===== src/tsa_pkg.sv =====
// Shared types and constants of the tile slot allocator.
package tsa_pkg;

    localparam int S_TDATA_W = 40;
    localparam int M_TDATA_W = 16;
    localparam int SLOT_W = 9;
    localparam int STATUS_W = 3;
    localparam int OP_W = 2;
    localparam int IN_ID_W = 32;
    localparam int CFG_W = 10;
    localparam logic [CFG_W-1:0] MAX_SLOTS_RST = 10'd448;

    typedef enum logic [OP_W-1:0] {
        OP_BEGIN   = 2'd0,
        OP_RESERVE = 2'd1,
        OP_LOAD    = 2'd2,
        OP_END     = 2'd3
    } op_t;

    typedef enum logic [STATUS_W-1:0] {
        ST_RESIDENT   = 3'd0,
        ST_LOADED_OFF = 3'd1,
        ST_LOADED_ON  = 3'd2,
        ST_ABSENT     = 3'd3,
        ST_FULL       = 3'd4
    } status_t;

    typedef enum logic [1:0] {
        SW_CLEAR,
        SW_BEGIN,
        SW_END,
        SW_SCAN
    } sweep_t;

    typedef enum logic [2:0] {
        S_CLEAR,
        S_IDLE,
        S_BEGIN,
        S_END,
        S_SCAN,
        S_COMMIT,
        S_DONE
    } fsm_t;

    typedef struct packed {
        logic   capture;
        logic   run;
        sweep_t mode;
        logic   commit;
        logic   push;
    } cmd_t;

    typedef struct packed {
        logic sweep_done;
        logic out_free;
    } stat_t;

endpackage


===== src/tsa_ctrl.sv =====
// Sequencing state machine of the tile slot allocator.
module tsa_ctrl (
    input  logic           aclk,
    input  logic           aresetn,
    input  logic           s_tvalid,
    output logic           s_tready,
    input  tsa_pkg::op_t   op,
    input  tsa_pkg::stat_t stat,
    output tsa_pkg::cmd_t  cmd
);

    tsa_pkg::fsm_t state_reg;
    tsa_pkg::fsm_t state_next;

    always_ff @(posedge aclk) begin
        if (!aresetn) begin
            state_reg <= tsa_pkg::S_CLEAR;
        end else begin
            state_reg <= state_next;
        end
    end

    always_comb begin
        state_next  = state_reg;
        s_tready    = 1'b0;
        cmd.capture = 1'b0;
        cmd.run     = 1'b0;
        cmd.mode    = tsa_pkg::SW_SCAN;
        cmd.commit  = 1'b0;
        cmd.push    = 1'b0;
        case (state_reg)
            tsa_pkg::S_CLEAR: begin
                cmd.run  = 1'b1;
                cmd.mode = tsa_pkg::SW_CLEAR;
                if (stat.sweep_done) begin
                    state_next = tsa_pkg::S_IDLE;
                end
            end
            tsa_pkg::S_IDLE: begin
                s_tready = 1'b1;
                if (s_tvalid) begin
                    cmd.capture = 1'b1;
                    case (op)
                        tsa_pkg::OP_BEGIN: state_next = tsa_pkg::S_BEGIN;
                        tsa_pkg::OP_END:   state_next = tsa_pkg::S_END;
                        default:           state_next = tsa_pkg::S_SCAN;
                    endcase
                end
            end
            tsa_pkg::S_BEGIN: begin
                cmd.run  = 1'b1;
                cmd.mode = tsa_pkg::SW_BEGIN;
                if (stat.sweep_done) begin
                    state_next = tsa_pkg::S_COMMIT;
                end
            end
            tsa_pkg::S_END: begin
                cmd.run  = 1'b1;
                cmd.mode = tsa_pkg::SW_END;
                if (stat.sweep_done) begin
                    state_next = tsa_pkg::S_COMMIT;
                end
            end
            tsa_pkg::S_SCAN: begin
                cmd.run  = 1'b1;
                cmd.mode = tsa_pkg::SW_SCAN;
                if (stat.sweep_done) begin
                    state_next = tsa_pkg::S_COMMIT;
                end
            end
            tsa_pkg::S_COMMIT: begin
                cmd.commit = 1'b1;
                state_next = tsa_pkg::S_DONE;
            end
            tsa_pkg::S_DONE: begin
                if (stat.out_free) begin
                    cmd.push   = 1'b1;
                    state_next = tsa_pkg::S_IDLE;
                end
            end
            default: begin
                state_next = tsa_pkg::S_CLEAR;
            end
        endcase
    end

endmodule


===== config.mk =====
export PLATFORM = sky130hd
export DESIGN_NAME = tsa_ctrl
export DESIGN_NICKNAME = d
export VERILOG_FILES = /design/src/tsa_pkg.sv /design/src/tsa_ctrl.sv
export SDC_FILE = /design/constraint.sdc
export NUM_CORES = 1
export LEC_CHECK = 0
export BUFFER_PORTS_ARGS = -buffer_cell sky130_fd_sc_hd__buf_2
export CAP_MARGIN = 20
export CORE_AREA = 5 5 42 44
export CTS_BUF_LIST = sky130_fd_sc_hd__clkbuf_8
export CTS_CLUSTER_DIAMETER = 80
export DETAILED_ROUTE_END_ITERATION = 6
export DIE_AREA = 0 0 47 49
export PLACE_DENSITY = 0.44
export REMOVE_ABC_BUFFERS = 1
export SYNTH_ARGS = -nofsm -noshare
export SYNTH_HDL_FRONTEND = slang
export SYNTH_SLANG_ARGS = --single-unit
export TNS_END_PERCENT = 20

===== constraint.sdc =====
create_clock -name aclk -period 1.4 [get_ports aclk]
set_input_delay 0.28 -clock aclk [delete_from_list [all_inputs] [get_ports aclk]]
set_output_delay 0.28 -clock aclk [all_outputs]
set_load 0.03 [all_outputs]

; ---- Word level (Yosys, flattened, before mapping)
; Index checks and enable logic that the tools add are counted.
[classes]
n_reduce_logical = 4
shift = 0
n_eq_ne = 11
order_cmp = 0
muxes = 13
multipliers = 0
n_addsub = 0
div_mod_pow = 0
n_bitwise = 0
[ops]
columns = op, count
row1 = $pmux 3 s5, 1
row2 = $mux 3, 4
row3 = $pmux 3 s4, 1
row4 = $eq 3x3->1 const B, 3
row5 = $eq 3x2->1 const B, 2
row6 = $mux 1, 6
row7 = $ne 2x2->1 const B, 3
row8 = $pmux 3 s2, 1
row9 = $reduce_and 4->1, 1
row10 = $eq 3x1->1 const B, 1
row11 = $logic_not 3->1, 1
row12 = $reduce_or 3->1, 1
row13 = $eq 2x2->1 const B, 1
row14 = $logic_not 2->1, 1
row15 = $ne 2x1->1 const B, 1
[word_totals]
rom_bits = 0
latch_bits = 0
n_memories = 0
mem_bits_rw = 0
out_inout_bits = 7
reg_bits = 3
in_bits = 7

; ---- Depth between registers and ports, before layout
[logic_depth]
depth_word = 4
depth_mapped = 4
ltp_nobuf = 4

; ---- Worst setup path before layout
; OpenSTA, ideal clock, no wires.
[synth_timing]
path_kind = register to output
startpoint = reg state_reg[1]
endpoint = out cmd[5] (netlist bit)
setup_slack_ps = -143
stages_incl_launch_ff = 4
n_path_buf = 1
t_arrival_ps = 1263
path_cell_list = dfxtp_1 buf_6 nand2b_1 nor3_1
[synth_rtl]
columns = element, line_no
row1 = start: declaration, tsa_ctrl.sv:12  ; tsa_pkg::fsm_t state_reg;
row2 = start signal: assignment, tsa_ctrl.sv:17  ; state_reg <= tsa_pkg::S_CLEAR;
row3 = start signal: assignment, tsa_ctrl.sv:19  ; state_reg <= state_next;
row4 = end: declaration, tsa_ctrl.sv:9  ; output tsa_pkg::cmd_t cmd

==> out/qor_table.md <==
| Parameter | Reported |
| --- | --- |
| Maximum fanout encountered on the critical timing path | 9 |
| Antenna viol nets, final | 0 |
| CORE AREA | 0.00140 mm² |
| DIE AREA | 0.00230 mm² |
| Number of endpoints failing setup at the final stage | 0 |
| Net total in the final layout | 59 |
| Number of failing hold endpoints at the final stage | 0 |
| Maximum number of pins on one net before global-route repair | 10 |
| Met3 routed WL | 70 µm |
| Result of the run | completed |
| Critical Path, Cell by Cell | buf_4 > or2_2 > buf_6 |
| Portion of the post-synthesis area used by sequential elements | 0.234 |
| Area fraction of the dominant cell type after synthesis | 0.234 |
| DRT Pass-1 Iters | 3 |
| Sort of element at the end of the critical path | primary output |
| Type of the worst setup path | reg -> out |
| Drt initial violations | 4 |
| Count of unresolved DRC violations after routing | 0 |
| WL met1 | 359 µm |
| Post-placement worst setup slack | 0.100 ns |
| Post-synthesis instance total | 33 |
| Post-layout minimum cycle time | 1.39 ns |
| Number of filler instances in the final layout | 168 |
| Hold Path End | state_reg[0] |
| First-pass GRT wire length | 1040 µm |
| Critical Path AT | 1.11 ns |
| Share of post-route cells with drive strength above 1 | 0.460 |
| Number of global-route vias before repair | 263 |
| Top cells by area, synth | dfxtp_1 23%, a31oi_1 4.9%, ha_1 4.9%, nor3b_2 4.9%, buf_6 4.4% |
| Std-Cell Rows | 14 |
| Clock tree from TritonCTS | yes |
| Tot Pwr | 0.000458 W |
| TritonCTS Buffers | 3 |
| Flip-flop count of the largest register, all copies and words added | 3 |
| Largest voltage drop on the vdd net | 0.498 mV |
| Clock Pin Slew Worst Setup and Hold Paths | 0.03 ns |
| Critical R2R Launch | state_reg[1] |
| Summed instance area of the synthesized netlist | 256 µm² |
| Register bit count reported by yosys | 3 |
| Worst Hold Class | in -> reg |
| Die W | 47 µm |
| Top Ports | 14 |
| Reg2Reg Capture Point | state_reg[0] |
| Clock sink count | 3 |
| Final setup TNS | 0 ns |
| Overall global routing resource usage | 0.0640 |
| Least setup slack across all paths after layout | 0.00693 ns |
| Slew HR | 0.870 |
| Number of vias per cell after detailed routing | 4.36 |
| Remaining Overflow, GRT | 0 |
| Average routed wire per standard cell | 11.2 µm |
| Root buffer cell | clkbuf_8 |
| Post-synthesis cell type count | 25 |
| Fin crit share | 0.995 |
| Total leakage power | 0.204 nW |
| Maximum clock insertion buffer count | 2 |
| Die outline height | 49 µm |
| Synthesized area per cell | 7.77 µm² |
| Hold path startpoint | aresetn |
| Worst skew pair latency | 0.21 ns |
| Post CTS Setup Buffer Count | 0 |
| Worst-case clock skew | 0.000875 ns |
| Antenna violations before repair | 0 |
| Max-capacitance violation count | 0 |
| Pins over their slew limit | 0 |
| Delay of the slowest critical-path stage | 0.30 ns |
| Met2 Routed Length | 294 µm |
| Routed Wire Length | 739 µm |
| R2R Setup Slk | 0.18 ns |
| Vias after detailed routing | 288 |
| Power density relative to cell area | 1100 mW/mm² |
| R2R cell count | 3 |
| Max frequency | 0.718 GHz |
| RSZ-0062 raised after global routing | yes |
| Final cell utilization of the core | 0.297 |
| Max H-tree Level | 1 |
| Detail Placement HPWL | 578 µm |
| Area added between synthesis and finish | 62.4% |
| Slowest library cell on the worst path | dfxtp_1 |
| Largest area contributor in the netlist | dfxtp_1 |
| Starting Density | 0.183 |
| CP required | 1.12 ns |
| Uppermost routed layer | met4 |
| Weighted congestion reported at the end of routability-driven placement | 0.699 |
| Depth of the worst hold-timing path | 2 |
| Antenna Diode Count | 0 |
| Launching element type of the critical path | flop |
| Measured slew at the worst slew-check pin | 0.194 ns |
| Number of input and output port buffers inserted | 13 |
| Count of yosys warnings during synthesis | 0 |
## metal layers
| layer | vias up | global-route usage |
|---|---|---|
| li1 | 151 | - |
| met1 | 122 | 0.0943 |
| met2 | 13 | 0.0747 |
| met3 | 2 | 0.0111 |
| met4 | 0 | 0.0553 |
| met5 | - | 0 |
## cells by family (layout without fill, tap and decap cells)
| kind of cell | Yosys count | after routing | synth area share |
|---|---|---|---|
| and+or+nand+nor | 16 | 16 | 0.371 |
| adders and majority gates | 1 | 1 | 0.0488 |
| buffers and inverters | 4 | 21 | 0.0927 |
| DFF | 3 | 3 | 0.234 |
| AOI/OAI and AO/OA | 9 | 9 | 0.254 |
## how the worst max path moves through the flow
stage	slack, ns	endpoint	startpoint
floorplan	-0.11	cmd[5]	state_reg[0]
global placement	0.09	state_reg[2]	op[0]
detailed placement	0.10	state_reg[2]	op[0]
CTS	-0.02	cmd[3]	state_reg[2]
global route	-0.02	cmd[3]	state_reg[2]
finish	0.007	cmd[3]	state_reg[2]
## final cells by class
type / instances / area [µm²] / share of cell area
Clock buffer: 3 / 41.3 / 0.0991
Tap cell: 16 / 20.0 / 0.0480
Multi-Input combinational cell: 26 / 180 / 0.432
Clock inverter: 1 / 3.75 / 0.00901
Timing Repair Buffer: 15 / 96.3 / 0.231
Sequential cell: 3 / 67.6 / 0.162
Inverter: 2 / 7.51 / 0.0180
## critical path: cells and delay by family (launching register included)
family / cells / cell delay [ns]
buffers and inverters: 2 / 0.30
DFF: 1 / 0.30
and+or+nand+nor: 1 / 0.30
## cell usage in the layout, fill, tap and decap left out, drive strengths merged
cell type / count
nand2b: 1
a211o: 1
and2b: 1
nor2b: 1
nand2: 3
nand3: 1
a31oi: 2
nor3b: 2
nor3: 1
or2: 1
a21oi: 1
o311a: 1
a21boi: 1
inv: 3
buf: 15
nor2: 3
clkbuf: 3
ha: 1
or2b: 1
o21ai: 1
o31a: 1
dfxtp: 3
o211ai: 1
and3b: 1
## synthesized netlist by cell type
cell      count
o311a_1       1
nand2_1       3
inv_1         2
a21oi_1       1
buf_2         1
nor3b_2       1
nor3b_1       1
ha_1          1
and2b_1       1
nor3_1        1
o21ai_0       1
or2b_1        1
dfxtp_1       3
nor2b_1       1
a31oi_1       2
and3b_1       1
a21boi_0      1
o31a_1        1
a211o_1       1
nor2_1        3
or2_2         1
o211ai_1      1
nand3_1       1
nand2b_1      1
buf_6         1
## through the flow
step                hold slack [ns]  instance area, µm²  std cells
finish                        0.313                 417         66
detailed placement            0.534                 340         62
global route                  0.312                 417         66
CTS                           0.308                 398         66
floorplan                     0.408                 240         31
global placement              0.537                 340         62
## what timing repair did
action	CTS	global route
resized for setup	6	6
endpoints found under the setup margin	7	6
pin swaps	0	1
hold buffers	0	0
## power breakdown
part	internal, W	switching [W]	total [W]
Clock	0.000186	0.0000543	0.000241
Combinational	0.0000511	0.0000667	0.000118
Sequential	0.0000904	0.00000943	0.0000998
No activity file was read; power rests on OpenSTA's default activity.
